$ cat src/rtl/decimal_literal_scanner_unit_assert.svh
// ----------------------------------------------------------------------------
// Decimal literal scanner assertion macros
// Shared assertion forms for the decimal literal scanner.
// ----------------------------------------------------------------------------
`ifndef DECIMAL_LITERAL_SCANNER_UNIT_ASSERT_SVH
`define DECIMAL_LITERAL_SCANNER_UNIT_ASSERT_SVH

// Same-cycle implication, disabled during reset.
`define DLS_ASSERT_NOW(label, clk, rst_n, ante, cons) \
	label: assert property (@(posedge clk) disable iff (!rst_n) (ante) |-> (cons)) \
		else $error("decimal literal scanner assertion failed");

// Next-cycle implication, disabled during reset.
`define DLS_ASSERT_NEXT(label, clk, rst_n, ante, cons) \
	label: assert property (@(posedge clk) disable iff (!rst_n) (ante) |=> (cons)) \
		else $error("decimal literal scanner assertion failed");

`endif

$ cat src/rtl/dls_pkg.sv
// ----------------------------------------------------------------------------
// Decimal literal scanner package
// Payload types, parse phases and character constants.
// ----------------------------------------------------------------------------
`timescale 1ns / 1ps
`default_nettype none

package dls_pkg;

	typedef struct packed {
		logic [7:0] char_byte;
		logic       last;
	} item_t;

	typedef struct packed {
		logic is_numeric;
		logic negative_order;
		logic all_zero;
		logic too_long;
	} result_t;

	typedef enum logic [7:0] {
		PH_START     = 8'b0000_0001,
		PH_SIGN      = 8'b0000_0010,
		PH_INT       = 8'b0000_0100,
		PH_FRAC      = 8'b0000_1000,
		PH_EXP_START = 8'b0001_0000,
		PH_EXP_SIGN  = 8'b0010_0000,
		PH_EXP_DIG   = 8'b0100_0000,
		PH_ERR       = 8'b1000_0000
	} phase_t;

	typedef struct packed {
		logic        valid;
		logic        nonzero;
		logic        exp_neg;
		logic        overflow;
		logic [23:0] exp_value;
	} snap_t;

	localparam logic [23:0] EXP_LIMIT = 24'd1000000;
	localparam logic [7:0]  CH_0      = 8'h30;
	localparam logic [7:0]  CH_9      = 8'h39;
	localparam logic [7:0]  CH_LOW_E  = 8'h65;
	localparam logic [7:0]  CH_UP_E   = 8'h45;
	localparam logic [7:0]  CH_DOT    = 8'h2E;
	localparam logic [7:0]  CH_PLUS   = 8'h2B;
	localparam logic [7:0]  CH_MINUS  = 8'h2D;

endpackage

`default_nettype wire

$ cat src/rtl/dls_scan.sv
// ----------------------------------------------------------------------------
// Decimal literal scanner byte stage
// Registers each byte, updates the field state and captures a snapshot
// of the finished field on its last byte.
// ----------------------------------------------------------------------------
`timescale 1ns / 1ps
`default_nettype none

module dls_scan #(
	parameter int MAX_FIELD_LEN = 1024,
	parameter int CNT_W         = 11
) (
	input  wire                 clk,
	input  wire                 arst_n,
	input  wire                 item_valid,
	output logic                item_ready,
	input  dls_pkg::item_t      item_data,
	output logic                snap_valid,
	input  wire                 snap_ready,
	output dls_pkg::snap_t      snap_data,
	output logic [CNT_W-1:0]    snap_int_cnt,
	output logic [CNT_W-1:0]    snap_fnz_pos
);

	localparam logic [CNT_W-1:0] LEN_MAX = CNT_W'(MAX_FIELD_LEN);

	logic                s1_valid_q;
	dls_pkg::item_t      item_s1;
	logic                s1_fire;
	logic                snap_free;

	dls_pkg::phase_t     phase_q, phase_n, phase_scan;
	logic [CNT_W-1:0]    int_cnt_q, int_cnt_n;
	logic [CNT_W-1:0]    mant_cnt_q, mant_cnt_n;
	logic [CNT_W-1:0]    fnz_q, fnz_n;
	logic [CNT_W-1:0]    byte_cnt_q, byte_cnt_n;
	logic                nz_q, nz_n;
	logic [23:0]         exp_q, exp_n;
	logic                exp_neg_q, exp_neg_n, exp_neg_scan;
	logic                ovf_q, ovf_n;

	logic                scan_en;
	logic                dig, sgn, dot, ech;
	logic [3:0]          digit;
	logic                mant_take, int_take, exp_take;
	logic                mant_ok;

	assign snap_free  = !snap_valid || snap_ready;
	assign s1_fire    = s1_valid_q && (!item_s1.last || snap_free);
	assign item_ready = !s1_valid_q || s1_fire;

	always_comb begin
		dig   = (item_s1.char_byte >= dls_pkg::CH_0) && (item_s1.char_byte <= dls_pkg::CH_9);
		digit = dig ? item_s1.char_byte[3:0] : 4'd0;
		sgn   = (item_s1.char_byte == dls_pkg::CH_PLUS) || (item_s1.char_byte == dls_pkg::CH_MINUS);
		dot   = (item_s1.char_byte == dls_pkg::CH_DOT);
		ech   = (item_s1.char_byte == dls_pkg::CH_LOW_E) || (item_s1.char_byte == dls_pkg::CH_UP_E);
	end

	always_comb begin
		phase_scan   = phase_q;
		exp_neg_scan = exp_neg_q;
		mant_take    = 1'b0;
		int_take     = 1'b0;
		exp_take     = 1'b0;
		case (phase_q)
			dls_pkg::PH_START: begin
				if (sgn) begin
					phase_scan = dls_pkg::PH_SIGN;
				end else if (dig) begin
					mant_take  = 1'b1;
					int_take   = 1'b1;
					phase_scan = dls_pkg::PH_INT;
				end else if (dot) begin
					phase_scan = dls_pkg::PH_FRAC;
				end else begin
					phase_scan = dls_pkg::PH_ERR;
				end
			end
			dls_pkg::PH_SIGN: begin
				if (dig) begin
					mant_take  = 1'b1;
					int_take   = 1'b1;
					phase_scan = dls_pkg::PH_INT;
				end else if (dot) begin
					phase_scan = dls_pkg::PH_FRAC;
				end else begin
					phase_scan = dls_pkg::PH_ERR;
				end
			end
			dls_pkg::PH_INT: begin
				if (dig) begin
					mant_take = 1'b1;
					int_take  = 1'b1;
				end else if (dot) begin
					phase_scan = dls_pkg::PH_FRAC;
				end else if (ech) begin
					phase_scan = dls_pkg::PH_EXP_START;
				end else begin
					phase_scan = dls_pkg::PH_ERR;
				end
			end
			dls_pkg::PH_FRAC: begin
				if (dig) begin
					mant_take = 1'b1;
				end else if (ech && (mant_cnt_q != '0)) begin
					phase_scan = dls_pkg::PH_EXP_START;
				end else begin
					phase_scan = dls_pkg::PH_ERR;
				end
			end
			dls_pkg::PH_EXP_START: begin
				if (sgn) begin
					exp_neg_scan = (item_s1.char_byte == dls_pkg::CH_MINUS);
					phase_scan   = dls_pkg::PH_EXP_SIGN;
				end else if (dig) begin
					exp_take   = 1'b1;
					phase_scan = dls_pkg::PH_EXP_DIG;
				end else begin
					phase_scan = dls_pkg::PH_ERR;
				end
			end
			dls_pkg::PH_EXP_SIGN, dls_pkg::PH_EXP_DIG: begin
				if (dig) begin
					exp_take   = 1'b1;
					phase_scan = dls_pkg::PH_EXP_DIG;
				end else begin
					phase_scan = dls_pkg::PH_ERR;
				end
			end
			default: begin
				phase_scan = dls_pkg::PH_ERR;
			end
		endcase
	end

	always_comb begin
		phase_n    = phase_q;
		int_cnt_n  = int_cnt_q;
		mant_cnt_n = mant_cnt_q;
		fnz_n      = fnz_q;
		nz_n       = nz_q;
		exp_n      = exp_q;
		exp_neg_n  = exp_neg_q;
		byte_cnt_n = byte_cnt_q;
		ovf_n      = ovf_q;
		scan_en    = 1'b0;
		if (!ovf_q) begin
			if (byte_cnt_q == LEN_MAX) begin
				ovf_n = 1'b1;
			end else begin
				byte_cnt_n = byte_cnt_q + CNT_W'(1);
				scan_en    = 1'b1;
			end
		end
		if (scan_en) begin
			phase_n   = phase_scan;
			exp_neg_n = exp_neg_scan;
			if (mant_take) begin
				if (!nz_q && (digit != 4'd0)) begin
					fnz_n = mant_cnt_q;
					nz_n  = 1'b1;
				end
				mant_cnt_n = mant_cnt_q + CNT_W'(1);
			end
			if (int_take) begin
				int_cnt_n = int_cnt_q + CNT_W'(1);
			end
			if (exp_take && (exp_q < dls_pkg::EXP_LIMIT)) begin
				exp_n = {exp_q[20:0], 3'b000} + {exp_q[22:0], 1'b0} + {20'd0, digit};
			end
		end
		mant_ok = (phase_n == dls_pkg::PH_INT) ||
			((phase_n == dls_pkg::PH_FRAC) && (mant_cnt_n != '0)) ||
			(phase_n == dls_pkg::PH_EXP_DIG);
	end

	always_ff @(posedge clk or negedge arst_n) begin
		if (!arst_n) begin
			s1_valid_q <= 1'b0;
		end else if (item_ready) begin
			s1_valid_q <= item_valid;
		end
	end

	always_ff @(posedge clk) begin
		if (item_ready && item_valid) begin
			item_s1 <= item_data;
		end
	end

	always_ff @(posedge clk or negedge arst_n) begin
		if (!arst_n) begin
			phase_q    <= dls_pkg::PH_START;
			int_cnt_q  <= '0;
			mant_cnt_q <= '0;
			fnz_q      <= '0;
			nz_q       <= 1'b0;
			exp_q      <= '0;
			exp_neg_q  <= 1'b0;
			byte_cnt_q <= '0;
			ovf_q      <= 1'b0;
		end else if (s1_fire) begin
			if (item_s1.last) begin
				phase_q    <= dls_pkg::PH_START;
				int_cnt_q  <= '0;
				mant_cnt_q <= '0;
				fnz_q      <= '0;
				nz_q       <= 1'b0;
				exp_q      <= '0;
				exp_neg_q  <= 1'b0;
				byte_cnt_q <= '0;
				ovf_q      <= 1'b0;
			end else begin
				phase_q    <= phase_n;
				int_cnt_q  <= int_cnt_n;
				mant_cnt_q <= mant_cnt_n;
				fnz_q      <= fnz_n;
				nz_q       <= nz_n;
				exp_q      <= exp_n;
				exp_neg_q  <= exp_neg_n;
				byte_cnt_q <= byte_cnt_n;
				ovf_q      <= ovf_n;
			end
		end
	end

	always_ff @(posedge clk or negedge arst_n) begin
		if (!arst_n) begin
			snap_valid <= 1'b0;
		end else if (snap_free) begin
			snap_valid <= s1_fire && item_s1.last;
		end
	end

	always_ff @(posedge clk) begin
		if (snap_free && s1_fire && item_s1.last) begin
			snap_data.valid     <= mant_ok && !ovf_n;
			snap_data.nonzero   <= nz_n;
			snap_data.exp_neg   <= exp_neg_n;
			snap_data.overflow  <= ovf_n;
			snap_data.exp_value <= exp_n;
			snap_int_cnt        <= int_cnt_n;
			snap_fnz_pos        <= fnz_n;
		end
	end

endmodule

`default_nettype wire

$ cat src/rtl/dls_result.sv
// ----------------------------------------------------------------------------
// Decimal literal scanner result stage
// Computes the decimal order sign from a field snapshot and holds the
// result item until it is taken.
// ----------------------------------------------------------------------------
`timescale 1ns / 1ps
`default_nettype none

module dls_result #(
	parameter int CNT_W = 11
) (
	input  wire                 clk,
	input  wire                 arst_n,
	input  wire                 snap_valid,
	output logic                snap_ready,
	input  dls_pkg::snap_t      snap_data,
	input  wire [CNT_W-1:0]     snap_int_cnt,
	input  wire [CNT_W-1:0]     snap_fnz_pos,
	output logic                res_valid,
	input  wire                 res_ready,
	output dls_pkg::result_t    res_data
);

	localparam int OW = ((CNT_W + 1) > 25) ? (CNT_W + 3) : 27;

	logic [OW-1:0] exp_ext;
	logic [OW-1:0] order;

	assign snap_ready = !res_valid || res_ready;

	always_comb begin
		exp_ext = snap_data.exp_neg ? (OW'(0) - OW'(snap_data.exp_value)) : OW'(snap_data.exp_value);
		order   = exp_ext + OW'(snap_int_cnt) - OW'(snap_fnz_pos) - OW'(1);
	end

	always_ff @(posedge clk or negedge arst_n) begin
		if (!arst_n) begin
			res_valid <= 1'b0;
		end else if (snap_ready) begin
			res_valid <= snap_valid;
		end
	end

	always_ff @(posedge clk) begin
		if (snap_ready && snap_valid) begin
			res_data.is_numeric     <= snap_data.valid;
			res_data.negative_order <= snap_data.valid && snap_data.nonzero && order[OW-1];
			res_data.all_zero       <= snap_data.valid && !snap_data.nonzero;
			res_data.too_long       <= snap_data.overflow;
		end
	end

endmodule

`default_nettype wire

$ cat src/rtl/decimal_literal_scanner_unit.sv
// ----------------------------------------------------------------------------
// Decimal literal scanner unit
// Validates a decimal float literal one byte per item and reports one
// result item per field on its last byte.
// ----------------------------------------------------------------------------
// Throughput is one byte item per cycle, but a last byte is held while the snapshot register is full.
// The last byte passes the byte register, the snapshot register and the result register in turn.
// Each of the three stages takes a new item whenever it is empty or moving on.
// Reset empties all stages and returns the field state to the start of a field.
// ----------------------------------------------------------------------------
`timescale 1ns / 1ps
`default_nettype none

`include "decimal_literal_scanner_unit_assert.svh"

module decimal_literal_scanner_unit #(
	parameter int MAX_FIELD_LEN = 1024
) (
	input  wire                 clk,
	input  wire                 arst_n,
	input  wire                 item_valid,
	output logic                item_ready,
	input  dls_pkg::item_t      item_data,
	output logic                res_valid,
	input  wire                 res_ready,
	output dls_pkg::result_t    res_data
);

	localparam int CNT_W = $clog2(MAX_FIELD_LEN + 1);

	logic               snap_valid;
	logic               snap_ready;
	dls_pkg::snap_t     snap_data;
	logic [CNT_W-1:0]   snap_int_cnt;
	logic [CNT_W-1:0]   snap_fnz_pos;

	dls_scan #(
		.MAX_FIELD_LEN (MAX_FIELD_LEN),
		.CNT_W         (CNT_W)
	) u_scan (
		.clk          (clk),
		.arst_n       (arst_n),
		.item_valid   (item_valid),
		.item_ready   (item_ready),
		.item_data    (item_data),
		.snap_valid   (snap_valid),
		.snap_ready   (snap_ready),
		.snap_data    (snap_data),
		.snap_int_cnt (snap_int_cnt),
		.snap_fnz_pos (snap_fnz_pos)
	);

	dls_result #(
		.CNT_W (CNT_W)
	) u_result (
		.clk          (clk),
		.arst_n       (arst_n),
		.snap_valid   (snap_valid),
		.snap_ready   (snap_ready),
		.snap_data    (snap_data),
		.snap_int_cnt (snap_int_cnt),
		.snap_fnz_pos (snap_fnz_pos),
		.res_valid    (res_valid),
		.res_ready    (res_ready),
		.res_data     (res_data)
	);

	`DLS_ASSERT_NOW(a_zero_is_valid, clk, arst_n, res_valid && res_data.all_zero, res_data.is_numeric && !res_data.negative_order)
	`DLS_ASSERT_NOW(a_neg_is_valid, clk, arst_n, res_valid && res_data.negative_order, res_data.is_numeric)
	`DLS_ASSERT_NOW(a_long_invalid, clk, arst_n, res_valid && res_data.too_long, !res_data.is_numeric)
	`DLS_ASSERT_NEXT(a_snap_held, clk, arst_n, snap_valid && !snap_ready, snap_valid && $stable(snap_data))

endmodule

`default_nettype wire
$ cat config.mk
export PLATFORM = sky130hd
export DESIGN_NAME = decimal_literal_scanner_unit
export DESIGN_NICKNAME = d
export VERILOG_FILES = /design/src/rtl/dls_pkg.sv /design/src/rtl/dls_scan.sv /design/src/rtl/dls_result.sv /design/src/rtl/decimal_literal_scanner_unit.sv
export VERILOG_INCLUDE_DIRS = /design/src /design/src/rtl
export SDC_FILE = /design/constraint.sdc
export NUM_CORES = 1
export LEC_CHECK = 0
export ABC_AREA = 1
export BUFFER_PORTS_ARGS = -buffer_cell sky130_fd_sc_hd__buf_2
export CORE_ASPECT_RATIO = 1.2
export CORE_UTILIZATION = 45
export CTS_CLUSTER_DIAMETER = 80
export DETAILED_ROUTE_END_ITERATION = 6
export MAX_ROUTING_LAYER = met4
export SYNTH_ARGS = -nofsm -noshare
export SYNTH_HDL_FRONTEND = slang
export SYNTH_SLANG_ARGS = --single-unit
$ cat constraint.sdc
create_clock -name clk -period 3.15 [get_ports clk]
set_clock_uncertainty 0.05 [all_clocks]
set_input_delay 0.7875 -clock clk [delete_from_list [all_inputs] [get_ports clk]]
set_output_delay 0.7875 -clock clk [all_outputs]
set_load 0.03 [all_outputs]
# After elaboration in Yosys (flattened, before gate mapping)
# Cells that the tools add are included.
# word_totals
regBits,145
input_bits,13
output_inout_bits,6
# classes
addsub,9
order_cmp,3
eq_ne,18
mux,49
n_reduce_logical,37
# op_table
cell,n
$mux W11,13
$mux W8,12
$mux W24,3
$pmux W8 S6,1
$add A11 B1 Y11 const B,3
$eq A8 B6 Y1 const B,4
$eq A8 B7 Y1 const B,4
$add A27 B11 Y27,1
$mux W27,1
$sub A27 B1 Y27 const B,1
$sub A27 B11 Y27,1
$sub A1 B24 Y25 const A,1
$add A24 B24 Y24,1
$add A24 B4 Y24,1
$lt A24 B20 Y1 const B,1
$reduce_bool A11 Y1,2
$eq A8 B3 Y1 const B,2
$eq A8 B4 Y1 const B,2
$logic_and A1 B1 Y1,15
$mux W1,15
$eq A11 B11 Y1 const B,1
$eq A8 B1 Y1 const B,1
$eq A8 B2 Y1 const B,1
$eq A8 B5 Y1 const B,1
11 further kinds,28

# Logic depth before layout (Yosys ltp)
# depth
word_depth,12
ltp_mapped,20

# By module
# Synthesis repeated with hierarchy kept, for this count alone.
# hier_totals
cells_unflattened,1280
hier_area_um2,10188.5
# modules_own_cells
module,instances,cells_each,area_per_inst_um2,seq_area_each_um2
dls_scan,1,960,8157.8,3799.9
dls_result,1,320,2030.7,145.1

# Worst setup path before layout
# Ideal clock, no wire load.
# synth_timing
path_kind,reg2reg
start,reg u_scan.item_s1[2] (netlist bit)
end,"reg, netlist name u_scan.snap_data[14]"
setup_ns,0.260
arrival_time_ns,2.850
required_ns,2.840
slack_ns,-0.010
stages_incl_launch_ff,17
synth_period_minus_slack_ns,3.160
cell_sequence,edfxtp_1 -> nor2_2 -> inv_1 -> a21oi_1 -> nand2_1 -> fa_1 -> inv_1 -> fa_1 -> nand3_1 -> nand2_1 -> nand2_1 -> nand2_1 -> nand2_1 -> nand2_1 -> a21oi_1 -> xor2_1 -> o21ai_2
# synth_between
elab_chain_len,8
word_cells_on_any_way,14
cone_classes,add/sub: 1; order compare: 2; eq/ne: 2; mux: 6; reduce/logical: 3
# synth_lines
item,line,rtl
start: declaration,dls_scan.sv:28,dls_pkg::item_t item_s1;
start signal: assignment,dls_scan.sv:188,item_s1 <= item_data;
branches (longest 6 deep; another with $add A24 B4 Y24),-,
$mux W24 *,dls_scan.sv:169,if (exp_take && (exp_q < dls_pkg::EXP_LIMIT)) begin
$mux W24 *,dls_scan.sv:156,if (scan_en) begin
net u_scan.exp_n[14],dls_scan.sv:38,"logic [23:0] exp_q, exp_n;"
# Mark *: on every way through the listed nets, which the timed path passes.
# A chain may end at the register's enable or synchronous reset.

# Worst setup path after layout
# layout_timing
start,"reg, netlist name u_scan.snap_data[0]"
end,"reg, netlist name u_result.res_data[2]"
# layout_between
elab_chain_len,6
# layout_lines
item,line,rtl
$sub A1 B24 Y25,dls_result.sv:32,exp_ext = snap_data.exp_neg ? (OW'(0) - OW'(snap_data.exp_value)) : OW'(snap_data.exp_value);
$mux W27 *,dls_result.sv:32,
$add A27 B11 Y27 *,dls_result.sv:33,order = exp_ext + OW'(snap_int_cnt) - OW'(snap_fnz_pos) - OW'(1);
$sub A27 B11 Y27 *,dls_result.sv:33,
$sub A27 B1 Y27 *,dls_result.sv:33,
$logic_and A1 B1 Y1 *,dls_result.sv:47,res_data.negative_order <= snap_data.valid && snap_data.nonzero && order[OW-1];
# Mark *: on every way between the ends. The rest lies on a longest branch, timed or not.

==> run metrics <==
status=complete, no violations; max-cap violation count=0; largest net degree at the start of global routing=52; vias in the first global route=7724; average cell area after synthesis=roughly 8.1 sq um; drt total wl=between 20000 and 25000 um; Max Freq=0.318 GHz; port buffer count=18; RSZ-0062 raised after global routing=true; Core Footprint=roughly 21000 sq um; Register Area=between 3000 and 4000 sq um; routability cong.=~0.87; GRT overflow=0; Slew HR=between 40% and 50%; leakage=about 0.0056 uW; Placed Instances=between 1.5k and 2k; first-pass GRT wire length=roughly 38000 um; num rows=58; commonest non-fill, non-tap cell in the layout=nand2_1; DRC=0; Cells after Synth=approximately 1.2k; layout cell share with drive strength beyond 1=between 10% and 20%; Synth cell types=53; Worst VDD drop=roughly 0.37 mV; CTS tree=yes; synthesis-stage register bit count=145; DP HPWL=about 17000 um; Final Hold Fails=0; Vias=7931; Die X=approximately 140 um; Post-Place Worst Slack=-0.230 ns; hold buffer count at cts=0; Mapped Area=~9800 sq um; setup ws final=~0.0025 ns; CTS max path bufs=2; commonest cells after routing, fill and taps aside=nand2_1, inv_1, dfrtp_1; # IOs=19; nature of the critical path endpoint=flop; via/cell ratio=approximately 5; antenna-violating nets left=0; setup violators final=0; Seq/Total Area, Yosys=40.2%; design area=about 11000 sq um; Die Y=between 150 and 200 um; worst skew pair latency=approximately 0.43 ns; area occupied by multi-input gates=around 5200 sq um; Final min period=between 3 and 4 ns; Post-Syn Nets=~1.3k; CTS sink cnt=145; Slew @ Worst Pin=slightly below 0.9 ns; type of origin of the critical path=flop; CTS Buf Count=17; DRT Pass-1 Iters=5; final core utilization=approximately 53%; die area=about 22000 sq um; Initial Utilization=approximately 46%; Hold Slack=~0.3 ns; GRT Util Overall=22.9%; DP Area=approximately 10000 sq um; final slew viol count=0; # diodes=0; Post-synth EDFFs=63; drt wl/cell=approximately 15 um; CP Max Fanout=2; Worst EP arrival=between 3 and 4 ns; CTS root buffer=clkbuf_16; Post-synth top flop=dfrtp_1; layout filler cell count=about 2k; initial antenna violation count=0; Nets=~1.4k; Clock transition at path regs=approximately 0.060 ns; WP data required=between 3 and 4 ns; crit path kind=reg2reg; synth warn=0; Max H-tree Level=4; Area Growth Syn to Fin=15.1%; ys async rst share=56.6%; power per cell area=roughly 420 nW/um^2; fin cells=between 1.5k and 2k; worst reg2reg path depth=18; Final Cycle Share=between 90 and 100%; Worst Hold Class=in2async; initial DRC count=around 400
[per-layer routing]
metal	share of wire, %	vias up	track usage, %
li1	-	4102	-
met3	2.2	36	3.01
met5	0	-	-
met4	2.3	0	8.54
met1	46	3707	27.9
met2	50	86	38.3
[metrics by stage]
step	TNS, ns	total power (uW)
2_1_floorplan	0	2560
3_3_place_gp	-0.0613	2760
3_5_place_dp	-0.230	2770
4_1_cts	-0.0368	4760
5_1_grt	-0.707	4940
6_report	0	4710
[cell type report]
cell class,instances,area share [%]
repair buffers,66,4.41
clock buffers,17,3.77
well taps,270,2.99
inverters,200,6.67
multi-input cells,833,45.9
flip-flops and latches,145,35.0
clock inverters,15,1.31
[kinds of logic after synthesis]
kind of cell / count (synthesis) / share of synthesized area, %
flops: 145 / 40.2
buf+inv: 226 / 9.02
compound gates: 212 / 12.7
simple gates: 489 / 22.1
xor+xnor: 48 / 4.29
fa+ha+maj: 84 / 11.6
[synth_stat cells (all sizes together) (32+ instances only)]
cell,count,area (sq um)
nor2,85,360
dfrtp,81,2030
o21ai,94,531
nor3,32,206
edfxtp,63,1890
o22ai,32,200
ha,72,901
nand3,57,295
xor2,32,280
nand2,283,1080
a21oi,59,307
inv,198,743
[timing repair]
| item | CTS | global route |
|---|---|---|
| pin swaps | 1 | 21 |
| cloned | 0 | 0 |
| hold endpoints to repair | 0 | 0 |
| resized for setup | 6 | 45 |
| endpoints found under the setup margin | 1 | 29 |
| setup buffers | 0 | 5 |
[worst max-delay path, cell delays in order, from the launching register on]
cell and delay, ns:
edfxtp_1 0.40, inv_2 0.08, ha_1 0.15, inv_1 0.06, nor3_2 0.20, nand2_1 0.11, nor3_2 0.15, nor2_1 0.07
xor2_1 0.17, fa_1 0.44, ha_1 0.29, nand2_1 0.06, inv_1 0.07, nand2_1 0.06, o41ai_2 0.22, nand2_1 0.09
o211ai_1 0.09, nand2_1 0.07, o211a_1 0.11
[flip-flops by register name (all words and copies together), names as in the netlist, 8 cells and up]
name,count
u_scan.byte_cnt_q,11
u_scan.exp_q,24
u_scan.fnz_q,11
u_scan.int_cnt_q,11
u_scan.item_s1,9
u_scan.mant_cnt_q,11
u_scan.phase_q,8
u_scan.snap_data,28
u_scan.snap_fnz_pos,11
u_scan.snap_int_cnt,11
[path summary, 6_finish.rpt]
check	from	to	slack, ns
worst max register to register	u_scan.snap_data[0]	u_result.res_data[2]	0.003
worst min-delay path	arst_n	u_scan.byte_cnt_q[5]	0.29
max in group asynchronous	arst_n	u_scan.fnz_q[6]	2.10
min in group clk	u_scan.snap_data[24]	u_result.res_data[0]	0.40
worst max-delay path	u_scan.snap_data[0]	u_result.res_data[2]	0.003
worst min register to register	u_scan.snap_data[24]	u_result.res_data[0]	0.40
[where the power goes]
group | leakage (uW) | switching (uW) | internal [uW]
clock network | 0.000286 | 867 | 1110
logic | 0.00352 | 422 | 212
registers | 0.00174 | 50.3 | 2050
Power figures use the tool's default switching activity.
